File: config.mk
export PLATFORM = sky130hd
export DESIGN_NAME = pulse_pileup_event_builder_flat
export DESIGN_NICKNAME = d
export VERILOG_FILES = /design/src/rtl/ppeb_pkg.sv /design/src/rtl/ppeb_req_if.sv /design/src/rtl/ppeb_rsp_if.sv /design/src/rtl/ppeb_csr.sv /design/src/rtl/ppeb_pend.sv /design/src/rtl/pulse_pileup_event_builder.sv /design/src/flat_wrapper.sv
export SDC_FILE = /design/constraint.sdc
export NUM_CORES = 1
export LEC_CHECK = 0
export BUFFER_PORTS_ARGS = -buffer_cell sky130_fd_sc_hd__clkbuf_2
export CORE_MARGIN = 5
export CORE_UTILIZATION = 53
export CTS_CLUSTER_SIZE = 8
export DETAILED_ROUTE_END_ITERATION = 8
export PLACE_DENSITY = 0.77
export SKIP_CTS_REPAIR_TIMING = 1
export SLEW_MARGIN = 5
export SYNTH_ARGS = -nofsm -noshare
export SYNTH_HDL_FRONTEND = slang
export SYNTH_SLANG_ARGS = --single-unit
File: constraint.sdc
create_clock -name clock -period 11.8 [get_ports clock]
set_clock_uncertainty 0.05 [all_clocks]
set_input_delay 1.18 -clock clock [delete_from_list [all_inputs] [get_ports clock]]
set_output_delay 1.18 -clock clock [all_outputs]
set_load 0.1 [all_outputs]
File: src/rtl/ppeb_pkg.sv
// ----------------------------------------------------------------------------
// ppeb_pkg
// Shared types and constants for the pulse pile-up event builder.
// ----------------------------------------------------------------------------
package ppeb_pkg;

   localparam int TIME_BITS   = 48;
   localparam int ENERGY_BITS = 32;
   localparam int PILE_BITS   = 8;
   localparam int WIN_BITS    = 24;
   localparam int CSR_DATA_BITS = 32;
   localparam int CSR_ADDR_BITS = 4;
   localparam int REG_IDX_BITS  = 2;

   // Item kinds on the request channel.
   localparam logic ACTION_HIT   = 1'b0;
   localparam logic ACTION_FLUSH = 1'b1;

   // Register indexes (byte address is four times the index).
   localparam logic [REG_IDX_BITS-1:0] REG_MERGE     = 2'd0;
   localparam logic [REG_IDX_BITS-1:0] REG_TRAPEZOID = 2'd1;
   localparam logic [REG_IDX_BITS-1:0] REG_HOLDOFF   = 2'd2;

   localparam logic [WIN_BITS-1:0] MERGE_RESET     = WIN_BITS'(1347);
   localparam logic [WIN_BITS-1:0] TRAPEZOID_RESET = WIN_BITS'(7000);
   localparam logic [WIN_BITS-1:0] HOLDOFF_RESET   = WIN_BITS'(7960);

   typedef struct packed {
      logic                   action;
      logic [TIME_BITS-1:0]   hit_time;
      logic [ENERGY_BITS-1:0] hit_energy;
      logic [PILE_BITS-1:0]   hit_pile;
   } req_item_type;

   typedef struct packed {
      logic [TIME_BITS-1:0]   out_time;
      logic [ENERGY_BITS-1:0] out_energy;
      logic [PILE_BITS-1:0]   out_pile;
   } rsp_item_type;

   typedef struct packed {
      logic [WIN_BITS-1:0] merge_window;
      logic [WIN_BITS-1:0] trapezoid_window;
      logic [WIN_BITS-1:0] holdoff_window;
   } cfg_type;

   typedef struct packed {
      logic         emit;
      rsp_item_type item;
   } step_type;

endpackage

File: src/rtl/ppeb_req_if.sv
// ----------------------------------------------------------------------------
// ppeb_req_if
// Hit request channel: valid/ready handshake with one hit or flush item.
// ----------------------------------------------------------------------------
interface ppeb_req_if;
   logic                             valid;
   logic                             ready;
   logic                             action;
   logic [ppeb_pkg::TIME_BITS-1:0]   hit_time;
   logic [ppeb_pkg::ENERGY_BITS-1:0] hit_energy;
   logic [ppeb_pkg::PILE_BITS-1:0]   hit_pile;

   modport source (output valid, action, hit_time, hit_energy, hit_pile, input ready);
   modport sink   (input valid, action, hit_time, hit_energy, hit_pile, output ready);
endinterface

File: src/rtl/ppeb_rsp_if.sv
// ----------------------------------------------------------------------------
// ppeb_rsp_if
// Event result channel: valid/ready handshake with one emitted event.
// ----------------------------------------------------------------------------
interface ppeb_rsp_if;
   logic                             valid;
   logic                             ready;
   logic [ppeb_pkg::TIME_BITS-1:0]   out_time;
   logic [ppeb_pkg::ENERGY_BITS-1:0] out_energy;
   logic [ppeb_pkg::PILE_BITS-1:0]   out_pile;

   modport source (output valid, out_time, out_energy, out_pile, input ready);
   modport sink   (input valid, out_time, out_energy, out_pile, output ready);
endinterface

File: src/rtl/ppeb_csr.sv
// ----------------------------------------------------------------------------
// ppeb_csr
// APB-style register file holding the three pile-up windows.
// ----------------------------------------------------------------------------
module ppeb_csr (
   input  logic                               clock,
   input  logic                               reset,
   input  logic                               csr_psel,
   input  logic                               csr_penable,
   input  logic                               csr_pwrite,
   input  logic [ppeb_pkg::CSR_ADDR_BITS-1:0] csr_paddr,
   input  logic [ppeb_pkg::CSR_DATA_BITS-1:0] csr_pwdata,
   output logic [ppeb_pkg::CSR_DATA_BITS-1:0] csr_prdata,
   output logic                               csr_pready,
   output ppeb_pkg::cfg_type                  cfg
);

   ppeb_pkg::cfg_type                  cfg_ff, cfg_in;
   logic [ppeb_pkg::REG_IDX_BITS-1:0]  reg_idx;
   logic [ppeb_pkg::WIN_BITS-1:0]      wr_value;
   logic                               wr_go;

   assign csr_pready = 1'b1;
   assign reg_idx    = csr_paddr[ppeb_pkg::CSR_ADDR_BITS-1:2];
   assign wr_value   = csr_pwdata[ppeb_pkg::WIN_BITS-1:0];
   assign wr_go      = csr_psel & csr_penable & csr_pwrite & csr_pready;
   assign cfg        = cfg_ff;

   always_comb begin
      cfg_in = cfg_ff;
      if (wr_go) begin
         unique case (reg_idx)
            ppeb_pkg::REG_MERGE:     cfg_in.merge_window     = wr_value;
            ppeb_pkg::REG_TRAPEZOID: cfg_in.trapezoid_window = wr_value;
            ppeb_pkg::REG_HOLDOFF:   cfg_in.holdoff_window   = wr_value;
            default:                 cfg_in = cfg_ff;
         endcase
      end
   end

   always_comb begin
      unique case (reg_idx)
         ppeb_pkg::REG_MERGE:
            csr_prdata = ppeb_pkg::CSR_DATA_BITS'(cfg_ff.merge_window);
         ppeb_pkg::REG_TRAPEZOID:
            csr_prdata = ppeb_pkg::CSR_DATA_BITS'(cfg_ff.trapezoid_window);
         ppeb_pkg::REG_HOLDOFF:
            csr_prdata = ppeb_pkg::CSR_DATA_BITS'(cfg_ff.holdoff_window);
         default:
            csr_prdata = '0;
      endcase
   end

   always_ff @(posedge clock) begin
      if (reset) begin
         cfg_ff.merge_window     <= ppeb_pkg::MERGE_RESET;
         cfg_ff.trapezoid_window <= ppeb_pkg::TRAPEZOID_RESET;
         cfg_ff.holdoff_window   <= ppeb_pkg::HOLDOFF_RESET;
      end else begin
         cfg_ff <= cfg_in;
      end
   end

endmodule

File: src/rtl/ppeb_pend.sv
// ----------------------------------------------------------------------------
// ppeb_pend
// Pending-hit holder and the merge / reject / pile-up decision for one item.
// ----------------------------------------------------------------------------
module ppeb_pend (
   input  logic                   clock,
   input  logic                   reset,
   input  logic                   step_go,
   input  ppeb_pkg::req_item_type item,
   input  ppeb_pkg::cfg_type      cfg,
   output ppeb_pkg::step_type     step
);

   localparam int TB = ppeb_pkg::TIME_BITS;
   localparam int EB = ppeb_pkg::ENERGY_BITS;
   localparam int PB = ppeb_pkg::PILE_BITS;

   logic                 pend_valid_ff, pend_valid_in;
   logic [TB-1:0]        pend_time_ff, pend_time_in;
   logic [EB-1:0]        pend_energy_ff, pend_energy_in;
   logic [PB-1:0]        pend_pile_ff, pend_pile_in;

   logic [TB:0]          diff;
   logic                 early;
   logic                 in_merge, in_trap, in_hold;
   logic [TB-1:0]        avg_time;
   logic [EB:0]          energy_sum;
   logic [EB-1:0]        energy_sat;
   logic [PB:0]          pile_sum, pile_inc;
   logic [PB-1:0]        pile_sat, pile_inc_sat;

   // A hit earlier than the pending one counts as a zero gap.
   assign diff  = {1'b0, item.hit_time} - {1'b0, pend_time_ff};
   assign early = diff[TB];

   assign in_merge = early || (diff[TB-1:0] <= TB'(cfg.merge_window));
   assign in_trap  = early || (diff[TB-1:0] <= TB'(cfg.trapezoid_window));
   assign in_hold  = early || (diff[TB-1:0] <= TB'(cfg.holdoff_window));

   // Floor of the average without a wider adder.
   assign avg_time = (pend_time_ff >> 1) + (item.hit_time >> 1)
                   + TB'(pend_time_ff[0] & item.hit_time[0]);

   assign energy_sum   = {1'b0, pend_energy_ff} + {1'b0, item.hit_energy};
   assign energy_sat   = energy_sum[EB] ? '1 : energy_sum[EB-1:0];
   assign pile_sum     = {1'b0, pend_pile_ff} + {1'b0, item.hit_pile};
   assign pile_sat     = pile_sum[PB] ? '1 : pile_sum[PB-1:0];
   assign pile_inc     = {1'b0, item.hit_pile} + (PB+1)'(1);
   assign pile_inc_sat = pile_inc[PB] ? '1 : pile_inc[PB-1:0];

   always_comb begin
      pend_valid_in  = pend_valid_ff;
      pend_time_in   = pend_time_ff;
      pend_energy_in = pend_energy_ff;
      pend_pile_in   = pend_pile_ff;
      step.emit           = 1'b0;
      step.item.out_time   = pend_time_ff;
      step.item.out_energy = pend_energy_ff;
      step.item.out_pile   = pend_pile_ff;

      if (item.action == ppeb_pkg::ACTION_FLUSH) begin
         step.emit      = pend_valid_ff;
         pend_valid_in  = 1'b0;
      end else if (!pend_valid_ff) begin
         pend_valid_in  = 1'b1;
         pend_time_in   = item.hit_time;
         pend_energy_in = item.hit_energy;
         pend_pile_in   = item.hit_pile;
      end else if (in_merge) begin
         pend_time_in   = avg_time;
         pend_energy_in = energy_sat;
         pend_pile_in   = pile_sat;
      end else if (in_trap) begin
         step.emit            = 1'b1;
         step.item.out_energy = '0;
         pend_time_in         = item.hit_time;
         pend_energy_in       = '0;
         pend_pile_in         = item.hit_pile;
      end else if (in_hold) begin
         step.emit      = 1'b1;
         pend_time_in   = item.hit_time;
         pend_energy_in = '0;
         pend_pile_in   = pile_inc_sat;
      end else begin
         step.emit      = 1'b1;
         pend_time_in   = item.hit_time;
         pend_energy_in = item.hit_energy;
         pend_pile_in   = item.hit_pile;
      end
   end

   always_ff @(posedge clock) begin
      if (reset) begin
         pend_valid_ff <= 1'b0;
      end else if (step_go) begin
         pend_valid_ff <= pend_valid_in;
      end
   end

   always_ff @(posedge clock) begin
      if (step_go) begin
         pend_time_ff   <= pend_time_in;
         pend_energy_ff <= pend_energy_in;
         pend_pile_ff   <= pend_pile_in;
      end
   end

endmodule

File: src/rtl/pulse_pileup_event_builder.sv
// ----------------------------------------------------------------------------
// pulse_pileup_event_builder
// Pile-up rejection and merging for a time-ordered digitizer hit stream.
// ----------------------------------------------------------------------------
// Hits enter on req_if (valid/ready); action selects a new hit or a flush of
// the pending hit. Finished events leave on rsp_if (valid/ready). The three
// windows are set through the csr_ APB port at byte addresses 0, 4 and 8 and
// should only be changed while the stream is idle.
// An accepted item is held in an input register and decided against the
// pending hit once the output register can take its event; the event (if
// any) is registered there and shows on rsp_if. One item per cycle is
// sustained while the receiver does not stall; the rate is set by the decision
// path (one 48-bit subtract, the window compares and the saturating adders).
// A new hit yields no event when it merges or when nothing was pending; a
// flush yields one only if a hit is pending.
// Reset empties the pending holder and both pipeline registers and restores
// the default windows. When the receiver stalls, the event waits in the
// output register, one more item is taken into the input register, and
// req_if.ready then drops until the output frees up.
// ----------------------------------------------------------------------------
module pulse_pileup_event_builder (
   input  logic                               clock,
   input  logic                               reset,
   ppeb_req_if.sink                           req_if,
   ppeb_rsp_if.source                         rsp_if,
   input  logic                               csr_psel,
   input  logic                               csr_penable,
   input  logic                               csr_pwrite,
   input  logic [ppeb_pkg::CSR_ADDR_BITS-1:0] csr_paddr,
   input  logic [ppeb_pkg::CSR_DATA_BITS-1:0] csr_pwdata,
   output logic [ppeb_pkg::CSR_DATA_BITS-1:0] csr_prdata,
   output logic                               csr_pready
);

   ppeb_pkg::cfg_type      cfg;
   ppeb_pkg::step_type     step;

   logic                   in_valid_ff, in_valid_in;
   ppeb_pkg::req_item_type in_item_ff;
   logic                   rsp_valid_ff, rsp_valid_in;
   ppeb_pkg::rsp_item_type rsp_item_ff;
   logic                   req_go, step_go;

   ppeb_csr u_csr (
      .clock       (clock),
      .reset       (reset),
      .csr_psel    (csr_psel),
      .csr_penable (csr_penable),
      .csr_pwrite  (csr_pwrite),
      .csr_paddr   (csr_paddr),
      .csr_pwdata  (csr_pwdata),
      .csr_prdata  (csr_prdata),
      .csr_pready  (csr_pready),
      .cfg         (cfg)
   );

   ppeb_pend u_pend (
      .clock   (clock),
      .reset   (reset),
      .step_go (step_go),
      .item    (in_item_ff),
      .cfg     (cfg),
      .step    (step)
   );

   // The held item is decided once the output register can take its event.
   assign step_go       = in_valid_ff & (~rsp_valid_ff | rsp_if.ready);
   assign req_if.ready  = ~in_valid_ff | step_go;
   assign req_go        = req_if.valid & req_if.ready;

   assign rsp_if.valid      = rsp_valid_ff;
   assign rsp_if.out_time   = rsp_item_ff.out_time;
   assign rsp_if.out_energy = rsp_item_ff.out_energy;
   assign rsp_if.out_pile   = rsp_item_ff.out_pile;

   always_comb begin
      in_valid_in = in_valid_ff;
      if (req_go) begin
         in_valid_in = 1'b1;
      end else if (step_go) begin
         in_valid_in = 1'b0;
      end
   end

   always_comb begin
      rsp_valid_in = rsp_valid_ff;
      if (step_go) begin
         rsp_valid_in = step.emit;
      end else if (rsp_if.ready) begin
         rsp_valid_in = 1'b0;
      end
   end

   always_ff @(posedge clock) begin
      if (reset) begin
         in_valid_ff  <= 1'b0;
         rsp_valid_ff <= 1'b0;
      end else begin
         in_valid_ff  <= in_valid_in;
         rsp_valid_ff <= rsp_valid_in;
      end
   end

   always_ff @(posedge clock) begin
      if (req_go) begin
         in_item_ff.action     <= req_if.action;
         in_item_ff.hit_time   <= req_if.hit_time;
         in_item_ff.hit_energy <= req_if.hit_energy;
         in_item_ff.hit_pile   <= req_if.hit_pile;
      end
      if (step_go && step.emit) begin
         rsp_item_ff <= step.item;
      end
   end

endmodule

File: src/flat_wrapper.sv
// flat-port wrapper written by rule: the top's interface ports become plain ports
module pulse_pileup_event_builder_flat 
  (clock, reset, csr_psel, csr_penable, csr_pwrite, csr_paddr, csr_pwdata, csr_prdata, csr_pready, req_if_valid, req_if_action, req_if_hit_time, req_if_hit_energy, req_if_hit_pile, req_if_ready, rsp_if_valid, rsp_if_out_time, rsp_if_out_energy, rsp_if_out_pile, rsp_if_ready);
  ppeb_req_if req_if_i ();
  ppeb_rsp_if rsp_if_i ();
  input  logic clock;
  input  logic reset;
  input  logic csr_psel;
  input  logic csr_penable;
  input  logic csr_pwrite;
  input  logic [ppeb_pkg::CSR_ADDR_BITS-1:0] csr_paddr;
  input  logic [ppeb_pkg::CSR_DATA_BITS-1:0] csr_pwdata;
  output logic [ppeb_pkg::CSR_DATA_BITS-1:0] csr_prdata;
  output logic csr_pready;
  input wire logic [$bits(req_if_i.valid)-1:0] req_if_valid;
  input wire logic [$bits(req_if_i.action)-1:0] req_if_action;
  input wire logic [$bits(req_if_i.hit_time)-1:0] req_if_hit_time;
  input wire logic [$bits(req_if_i.hit_energy)-1:0] req_if_hit_energy;
  input wire logic [$bits(req_if_i.hit_pile)-1:0] req_if_hit_pile;
  output wire logic [$bits(req_if_i.ready)-1:0] req_if_ready;
  output wire logic [$bits(rsp_if_i.valid)-1:0] rsp_if_valid;
  output wire logic [$bits(rsp_if_i.out_time)-1:0] rsp_if_out_time;
  output wire logic [$bits(rsp_if_i.out_energy)-1:0] rsp_if_out_energy;
  output wire logic [$bits(rsp_if_i.out_pile)-1:0] rsp_if_out_pile;
  input wire logic [$bits(rsp_if_i.ready)-1:0] rsp_if_ready;
  assign req_if_i.valid = req_if_valid;
  assign req_if_i.action = req_if_action;
  assign req_if_i.hit_time = req_if_hit_time;
  assign req_if_i.hit_energy = req_if_hit_energy;
  assign req_if_i.hit_pile = req_if_hit_pile;
  assign req_if_ready = req_if_i.ready;
  assign rsp_if_valid = rsp_if_i.valid;
  assign rsp_if_out_time = rsp_if_i.out_time;
  assign rsp_if_out_energy = rsp_if_i.out_energy;
  assign rsp_if_out_pile = rsp_if_i.out_pile;
  assign rsp_if_i.ready = rsp_if_ready;
  pulse_pileup_event_builder u_core (.clock(clock), .reset(reset), .req_if(req_if_i), .rsp_if(rsp_if_i), .csr_psel(csr_psel), .csr_penable(csr_penable), .csr_pwrite(csr_pwrite), .csr_paddr(csr_paddr), .csr_pwdata(csr_pwdata), .csr_prdata(csr_prdata), .csr_pready(csr_pready));
endmodule
======== After elaboration in Yosys (flattened, before gate mapping) ========
Cells that the tools add are included.
Widths: inputs -> output; s select.
storage, ports and cells
  register bits ........................... 340
  output and inout port bits .............. 123
  logic and storage cells ................. 74
operators by class
  equality and inequality tests ........... 2
  reduce and logical (&&, ||, !) cells .... 11
  add/sub/neg operators ................... 6
  muxes and demuxes ....................... 26
  $lt $le $gt $ge ......................... 3
  bitwise gates (word level) .............. 10
operator list
  cell                 count
  $mux 32              9
  $le 48x24->1         3
  $mux 48              2
  $pmux 24 s3          1
  $sub 48x48->49       1
  $add 47x47->48       1
  $add 48x1->48        1
  $mux 8               6
  $add 32x32->33       1
  $add 8x1->9 const B  1
  $add 8x8->9          1
  $mux 1               8
  $reduce_and 2->1     4
  $and 1x1->1          5
  $reduce_bool 2->1    2
  $logic_or 1x1->1     3
  $not 1->1            3
  $eq 2x1->1 const B   1
  $eq 2x2->1 const B   1
  $logic_not 2->1      1
  $or 1x1->1           2
  $logic_and 1x1->1    1

======== Longest topological paths before layout ========
Gate-level depths: netlist (run 1).
  depth after elaboration ................. 7
  depth in mapped cells ................... 28
  gate-level depth less buffers ........... 28

======== Modules after synthesis ========
A second synthesis (run 1) with hierarchy kept.
unflattened totals
  cell total of the unflattened synthesis .. 2,339
  area total of the unflattened synthesis .. 22,821.9 um^2
modules (own cells, without submodules)
  module                      instances  area an instance (um^2)  cells each  seq. area each (um^2)
  ppeb_pend                   1          13,913.3                 1,785       2,662.6
  pulse_pileup_event_builder  1          5,417.7                  188         5,355.1
  ppeb_csr                    1          3,490.8                  366         1,441.4

======== Least setup slack after synthesis (run 1) ========
Ideal clock, no wire load.
  kind .................................... reg-to-reg
  start ................................... reg u_core.in_item_ff[40] in the netlist's numbering
  end ..................................... reg u_core.rsp_item_ff, in the netlist u_core.rsp_if.out_energy[0] (enable)
  arrival ................................. 7.902 ns
  cell stages (with the launch flop) ...... 25
  slack ................................... 3.313 ns
  setup time .............................. 0.535 ns
  required time ........................... 11.215 ns
  path through ............................ edfxtp_1 -> inv_1 -> ha_1 -> inv_1 -> fa_1 -> a21oi_1 -> o2bb2ai_1 -> o31ai_4 -> o21ai_0 -> a31oi_1 -> o21ai_0 -> nand3_1 -> nand2_1 -> a21o_1 -> a21oi_1 -> xnor2_1 -> ha_1 -> nand4_1 -> nor2_1 -> o21ai_0 -> a22oi_1 -> o31a_1 -> buf_6 -> o21ai_0 -> nor2_1
between the ends
  cells in the longest elaborated chain, start to end .. 7
RTL lines
  element                 RTL line                           source
  start: declaration      pulse_pileup_event_builder.sv:39   ppeb_pkg::req_item_type in_item_ff;
  $sub 48x48->49 (*)      ppeb_pend.sv:33                    assign diff = {1'b0, item.hit_time} - {1'b0, pend_time_ff};
  $le 48x24->1            ppeb_pend.sv:36                    assign in_merge = early || (diff[TB-1:0] <= TB'(cfg.merge_window));
  $logic_or 1x1->1 (*)    ppeb_pend.sv:36
  $mux 1 (*)              ppeb_pend.sv:69                    end else if (in_merge) begin
  $mux 1 (*)              ppeb_pend.sv:64                    end else if (!pend_valid_ff) begin
  $mux 1 (*)              ppeb_pend.sv:61                    if (item.action == ppeb_pkg::ACTION_FLUSH) begin
  $logic_and 1x1->1 (*)   pulse_pileup_event_builder.sv:111  if (step_go && step.emit) begin
  end signal: assignment  pulse_pileup_event_builder.sv:112  rsp_item_ff <= step.item;
  end: declaration        pulse_pileup_event_builder.sv:41   ppeb_pkg::rsp_item_type rsp_item_ff;
Mark *: on every way between the ends. The rest lies on a longest branch, timed or not.
A chain may end at the register's enable or synchronous reset.

======== Worst setup path after layout (run 1) ========
  start ................................... reg u_core.in_item_ff[40] in the netlist's numbering
  end ..................................... reg u_core.rsp_item_ff, in the netlist u_core.rsp_if.out_time[25] (enable)
The elaborated chain is that of the path after synthesis.

==> metrics.md, run 1 <==
| Metric | Value |
|---|---|
| ANT nets after route | 0 |
| DR iter-0 viols | between 1000 and 1500 |
| CTS Buffer Depth | 3 |
| GRT Residual Overflow | 0 |
| Setup CP Type | reg -> reg |
| Fmax | 132.5 MHz |
| Worst min path class | reg -> reg |
| R2R Path Start | u_core.in_item_ff[40] |
| Crit path to | u_core.rsp_if.out_time[25] |
| Starting Density | 53.38% |
| Placed insts | ~3100 |
| Worst VDD drop | about 0.16 mV |
| Clock power share | slightly below 40% |
| Synthesized area | ~0.022 mm^2 |
| Number of flops mapped to enable cells by yosys | between 200 and 300 |
| R2R setup slack | approximately 4300 ps |
| Post-DP HPWL | around 44000 um |
| CTS Buf Count | 49 |
| TritonRoute pass-1 iters | 9 |
| Max cap viols | 0 |
| Die Ht | approximately 220 um |
| GRT Overall Usage | 24.86% |
| Setup violations, final | 0 |
| Initial antenna violation count | 6 |
| Worst-path fanout max | 56 |
| Nets | a little under 3000 |
| Sequential Area | around 0.0095 mm^2 |
| Remaining DRCs | 0 |
| Area of the multi-input gates | roughly 0.012 mm^2 |
| Setup slack after layout | 4251 ps |
| Final worst-path cycle share | a little under two thirds |
| Synth cell types | 94 |
| Worst Reg-to-Reg Cells | 24 |
| Overall routed net length | a little under 60000 um |
| Skew-Pair Late Insertion Delay | about 600 ps |
| Worst rel slew slack | under 10% |
| Die area | about 0.046 mm^2 |
| Die Width | around 220 um |
| Synth Area in Compound Gates | roughly a fifth |
| Multiplexer share of the synthesized area | between 1 and 1.5% |
| Pin count of the biggest net entering global routing | between 60 and 70 |
| Pleak | just over 10 nW |
| Synth Area in XOR/XNOR | about 3.7% |
| Req. time, crit path | between 10000 and 15000 ps |
| Minimum clock period | 7549 ps |
| Setup tns final | 0 ps |
| Fill cell count | between 3000 and 4000 |
| Simple-gate share of the synthesized area | between 10% and 20% |
| First-pass GRT wire length | 95200 um |
| Number of global-route vias before repair | about 18000 |
| Tightest Pin Transition | between 1000 and 1500 ps |
| Synthesis Warnings | 0 |
| Synth Area in Adders | between 10% and 20% |
| Share of layout cells above drive strength 1 | between 10% and 20% |
| Routed length per instance | roughly 19 um |
| Gpl congestion | approximately 0.93 |
| Switching power of the nets | between 0.9 and 1 mW |
| Final Hold Fails | 0 |
| Non-Filler Instances | about 3100 |
| Post-Syn Instances | roughly 2400 |
| Top_reg_cell synth | edfxtp_1 |
| Mean Syn Cell Area | 9.372 um^2 |
| Root buf cell | clkbuf_16 |
| Routed via count | 18529 |
| Layout area overhead | 12.96% |
| RSZ-0062 raised after global routing | no |
| Logic pwr share | 19.9% |
| Final Max Slew Viols | 0 |
| Largest family of logic cells by synthesized area | compound AO/OA/AOI/OAI gates |
| Port buffer count | roughly 240 |
| Part of the power in registers | approximately 41% |
| Setup crit end kind | register |
| Clock sinks | 340 |
| Crit path from | u_core.in_item_ff[40] |
| Sw frac | ~29% |
| Worst EP arrival | approximately 7700 ps |
| Pre-CTS setup slack | about 4300 ps |
| H-tree levels | 2 |
| PwrDens | about 130 mW/mm^2 |
| TritonCTS clock tree | done |
| R2R Path End | u_core.rsp_if.out_time[25] |
| DR vias/cell | between 5 and 6 |
| Internal cell power | between 2 and 2.5 mW |
| Synthesized flop and latch total | 340 |
| Seq/Total Area, Yosys | a little over two fifths |
| Ys async rst share | 0% |
| IO Pins | about 260 |
| Clk slew on worst S/H paths | approximately 50 ps |
| Hold_ws | slightly above 400 ps |
| Core area | approximately 0.042 mm^2 |
| Row count | between 70 and 80 |
| Outcome | completed |
| Crit start category | register |
-- synthesized netlist by cell type, types with 16 or more instances --
cell       instances  area (um^2)
nand2b_1          21        131.4
dfxtp_1           75         1501
o21bai_1          34        255.2
nand4_1           37        231.5
a211oi_1          17        127.6
o21ai_1           21        105.1
or3_1             16        100.1
edfxtp_1         265         7958
nand2_1          286         1074
a21o_1            39        292.8
o21ai_0          103        515.5
nand3_1           31        155.2
clkbuf_1          62        232.7
o21a_1            22        165.2
mux2i_1           30        300.3
a31oi_1           20        125.1
xnor2_1           82        718.2
nor2_1           173        649.4
nor2b_1           49        306.5
a21oi_1          236         1181
buf_2             26        130.1
inv_1            183        686.9
o211ai_1          34        255.2
o2bb2ai_1         33        289.0
ha_1             208         2603
nor3_1            39        195.2
-- kinds of logic (layout without fill, tap and decap cells) --
kind of cell,Yosys count,after routing
AOI/OAI and AO/OA,662,662
and+or+nand+nor,745,745
xor gates and xnor gates,95,95
adders and majority gates,213,213
DFF,340,340
buffers and inverters,296,506
other,2,13
muxes,31,31
-- worst max-delay path, stage by stage (launching register included) --
cell       delay, ps
edfxtp_1         410
inv_1             80
ha_1             150
inv_1             50
fa_1             420
a21oi_1          220
o2bb2ai_1        170
o31ai_4          440
o21ai_0          230
a31oi_1          310
o21ai_0          180
nand3_1          120
nand2_1           90
a21o_1           190
a21oi_1          160
xnor2_1          170
ha_1             350
nand4_1          150
nor2_1           110
o21ai_0           80
a22oi_1          660
o31a_1           480
o21ai_0          210
nor2_4           800
buf_4            780
-- through the flow --
step / instance area, um^2 / total power, mW / utilization, %
CTS: 25230 / 3.312 / 60.28
detailed placement: 23840 / 2.025 / 56.97
global route: 25230 / 3.450 / 60.28
finish: 25240 / 3.288 / 60.30
floorplan: 22370 / 1.871 / -
global placement: 23840 / 2.008 / 56.97
-- power groups by stage --
stage	Combinational [mW]	Clock, mW	Sequential [mW]
5_1_grt	0.725	1.36	1.36
6_report	0.653	1.27	1.36
4_1_cts	0.648	1.30	1.36
3_3_place_gp	0.627	0	1.38
2_1_floorplan	0.479	0	1.39
3_5_place_dp	0.642	0	1.38
-- flip-flops by register name, summed over array words and instances (netlist names), 8 cells and up --
register and cells:
u_core.in_item_ff 89, u_core.u_csr.cfg 72, u_core.rsp_if.out_time 48, u_core.u_pend.pend_time_ff 48, u_core.rsp_if.out_energy 32, u_core.u_pend.pend_energy_ff 32
u_core.rsp_if.out_pile 8, u_core.u_pend.pend_pile_ff 8
-- cell type report --
| class | count | share of cell area, % |
|---|---|---|
| Inverter | 186 | 2.766 |
| Timing Repair Buffer | 248 | 5.047 |
| Clock buffer | 67 | 5.205 |
| Antenna cell | 4 | 0.03966 |
| Sequential cell | 340 | 37.48 |
| Tap cell | 539 | 2.672 |
| Clock inverter | 5 | 0.2826 |
| Multi-Input combinational cell | 1755 | 46.51 |
-- layer usage --
metal	wire, um	GRT usage, %
met5	52	0
met3	4148	5.052
met2	27420	40.77
met1	25990	32.79
met4	2051	9.217
-- placed cells by master (no fill, tap or decap), drive strengths merged, types with 11 or more instances in the layout --
master   instances
o21a            22
dfxtp           75
nor2b           49
a31oi           20
nand2b          21
xnor2           82
o2bb2ai         33
mux2i           30
a21o            39
o211ai          35
edfxtp         265
nand2          286
clkbuf         302
o21bai          34
ha             208
nand4           38
nor2           173
xor2            13
or3             18
nand3           31
a211oi          18
a21oi          236
buf             13
inv            185
nor3            40
and3            15
o21ai          126
and2            11
or2             15
nor4            17
o31ai           12
-- worst min-delay path by stage --
stage,depth (start not counted),startpoint,to
2_1_floorplan,0,u_core.u_pend.pend_time_ff[1],u_core.rsp_if.out_time[1]
3_3_place_gp,0,u_core.u_pend.pend_time_ff[1],u_core.rsp_if.out_time[1]
3_5_place_dp,0,u_core.u_pend.pend_time_ff[1],u_core.rsp_if.out_time[1]
4_1_cts,0,u_core.u_pend.pend_time_ff[1],u_core.rsp_if.out_time[1]
5_1_grt,0,u_core.u_pend.pend_pile_ff[6],u_core.rsp_if.out_pile[6]
6_report,0,u_core.u_pend.pend_pile_ff[6],u_core.rsp_if.out_pile[6]
(Power assumes the default switching activity.)
==> run 2, diff against run 1 <==
PLACE_DENSITY = 0.8   (was 0.77)
clock period = 6.4 ns   (was 11.8 ns; I/O delays follow)
==> metrics.md, run 2 (synthesis results as in run 1) <==
| Metric | Value |
|---|---|
| Setup crit end kind | register (unchanged) |
| DR vias/cell | 5.983 (was 5.893) |
| ANT nets after route | 0 (unchanged) |
| Worst min path class | in -> reg (was reg -> reg) |
| Hold_ws | 188.5 ps (was 408.6 ps) |
| Overall routed net length | 61920 um (was 59660 um) |
| HP Start | req_if_hit_pile[5] (was u_core.u_pend.pend_pile_ff[6]) |
| Worst path max stage delay | 590 ps (was 800 ps) |
| Minimum clock period | 6105 ps (was 7549 ps) |
| Initial antenna violation count | 8 (was 6) |
| Pin count of the biggest net entering global routing | 58 (was 62) |
| Layout area overhead | 13.82% (was 12.96%) |
| Pleak | 10.36 nW (was 10.25 nW) |
| Worst Reg-to-Reg Cells | 27 (was 24) |
| GRT Overall Usage | 25.66% (was 24.86%) |
| Worst VDD drop | 0.2761 mV (was 0.1633 mV) |
| Core area | 0.04185 mm^2 (unchanged) |
| Slowest CP cell | or4_4 (was nor2_4) |
| Req. time, crit path | 6670 ps (was 11920 ps) |
| TritonCTS clock tree | done (unchanged) |
| Crit start category | register (unchanged) |
| Number of global-route vias before repair | 18657 (was 18295) |
| R2R Path End | u_core.u_pend.pend_pile_ff[6] (was u_core.rsp_if.out_time[25]) |
| Routed via count | 18911 (was 18529) |
| Sw frac | 29.19% (was 28.94%) |
| Cell area after layout | 0.02543 mm^2 (was 0.02524 mm^2) |
| H-tree levels | 2 (unchanged) |
| DR iter-0 viols | 1558 (was 1454) |
| Worst rel slew slack | 10.26% (was 9.725%) |
| Max FFs per register | 89 (unchanged) |
| Die Ht | 215.3 um (unchanged) |
| Switching power of the nets | 1.780 mW (was 0.9517 mW) |
| Setup tns final | 0 ps (unchanged) |
| TritonRoute pass-1 iters | 6 (was 9) |
| GR peak layer | met2 (unchanged) |
| Met3 Resource Use GR | 5.348% (was 5.052%) |
| Fmax | 163.8 MHz (was 132.5 MHz) |
| Largest Register | u_core.in_item_ff (unchanged) |
| Final Hold Fails | 0 (unchanged) |
| Nets | 2945 (was 2925) |
| Die Width | 215.3 um (unchanged) |
| Starting Density | 53.38% (unchanged) |
| Tightest Pin Transition | 1346 ps (was 1354 ps) |
| Met1 GRT Util | 33.62% (was 32.79%) |
| Logic pwr share | 20.3% (was 19.9%) |
| Clk slew on worst S/H paths | 50 ps (about the same) |
| Post-DP HPWL | 45450 um (was 43630 um) |
| Pre-CTS setup slack | -110.6 ps (was 4261 ps) |
| Skew-Pair Late Insertion Delay | 580 ps (was 590 ps) |
| Crit path from | u_core.in_item_ff[40] (unchanged) |
| GRT Residual Overflow | 0 (unchanged) |
| Final worst-path cycle share | 95.39% (was 63.97%) |
| Remaining DRCs | 0 (unchanged) |
| Outcome | completed (unchanged) |
| Final Max Slew Viols | 0 (unchanged) |
| R2R Path Start | u_core.in_item_ff[40] (unchanged) |
| Clock power share | 38.5% (was 38.8%) |
| First-pass GRT wire length | 97990 um (was 95200 um) |
| Gpl congestion | 0.9282 (was 0.9340) |
| CTS Buffer Depth | 3 (unchanged) |
| Hold EP | u_core.in_item_ff[5] (was u_core.rsp_if.out_pile[6]) |
| CTS Buf Count | 49 (unchanged) |
| Worst-path fanout max | 5 (was 56) |
| Setup slack after layout | 295.0 ps (was 4251 ps) |
| Row count | 75 (unchanged) |
| Placed cell areas | 0.02399 mm^2 (was 0.02384 mm^2) |
| Root buf cell | clkbuf_16 (unchanged) |
| Clock sinks | 340 (unchanged) |
| Die area | 0.04636 mm^2 (unchanged) |
| Met2 GRT Util | 42.33% (was 40.77%) |
| Port buffer count | 235 (unchanged) |
| PwrDens | 239.8 mW/mm^2 (was 130.3 mW/mm^2) |
| IO Pins | 255 (unchanged) |
| Share of layout cells above drive strength 1 | 14.48% (was 13.57%) |
| Most frequent cells in the layout | nand2_1 (286), edfxtp_1 (265), clkbuf_2 (235) (unchanged) |
| Most common cell after layout, fill and taps aside | nand2_1 (unchanged) |
| Setup violations, final | 0 (unchanged) |
| RSZ-0062 raised after global routing | yes (was no) |
| Worst EP arrival | 6370 ps (was 7670 ps) |
| Setup CP Type | reg -> reg (unchanged) |
| Hold path depth | 1 (was 0) |
| Routed length per instance | 19.59 um (was 18.97 um) |
| Max cap viols | 0 (unchanged) |
| Part of the power in registers | 41.2% (was 41.4%) |
| Final core utilization | 60.76% (was 60.30%) |
| R2R setup slack | 300 ps (was 4250 ps) |
| Internal cell power | 4.318 mW (was 2.337 mW) |
## run 2: cell count changes in the layout (fill, tap and decap cells not counted), sizes merged
cell / change
clkbuf: -4
clkinv: -1
inv: +2
buf: +19
nor2: +1
## run 2: cell type report
cell class,instances,area (um^2)
fill,3502,16420
multi-input combinational,1756,11780
sequential,340,9459
timing repair buffer,267,1454
clock buffer,63,1300
inverter,186,698.2
tap,539,674.4
clock inverter,6,57.56
antenna,4,10.01
## run 2: power by group through the flow
stage / logic (mW) / clock network (mW) / registers, mW
2_1_floorplan: 0.884 / 0 / 2.56
3_3_place_gp: 1.17 / 0 / 2.55
3_5_place_dp: 1.20 / 0 / 2.55
4_1_cts: 1.21 / 2.40 / 2.51
5_1_grt: 1.37 / 2.50 / 2.51
6_report: 1.24 / 2.35 / 2.51
## run 2: per-stage QoR
stage          power, mW  cells
3_3_place_gp       3.716   3083
5_1_grt            6.385   3158
2_1_floorplan      3.449   2391
6_report           6.099   3161
4_1_cts            6.122   3152
3_5_place_dp       3.753   3083
## run 2: how the worst max path moves through the flow
stage / endpoint / slack, ps / depth (start not counted)
finish: u_core.u_pend.pend_pile_ff[6] / 300 / 27
global route: u_core.u_pend.pend_pile_ff[6] / -40 / 27
CTS: u_core.u_pend.pend_pile_ff[6] / -160 / 27
detailed placement: u_core.u_pend.pend_pile_ff[6] / -110 / 27
global placement: u_core.u_pend.pend_pile_ff[6] / 70 / 27
floorplan: u_core.rsp_if.out_energy[0] / 330 / 24
## run 2: layer usage
| layer | part of all wire [%] | wire (um) | up-vias |
|---|---|---|---|
| met4 | 3.6 | 2200 | 8 |
| li1 | - | - | 9039 |
| met2 | 46 | 28770 | 759 |
| met5 | 0.10 | 65 | - |
| met1 | 42 | 26010 | 8943 |
| met3 | 7.9 | 4872 | 162 |
## run 2: critical path: cells and delay by family, from the launching register on
| family | cells | cell delay, ps |
|---|---|---|
| AOI/OAI and AO/OA | 12 | 2150 |
| and+or+nand+nor | 8 | 1840 |
| adders and majority gates | 3 | 900 |
| DFF | 1 | 410 |
| muxes | 1 | 210 |
| xor gates and xnor gates | 1 | 150 |
| buffers and inverters | 2 | 130 |
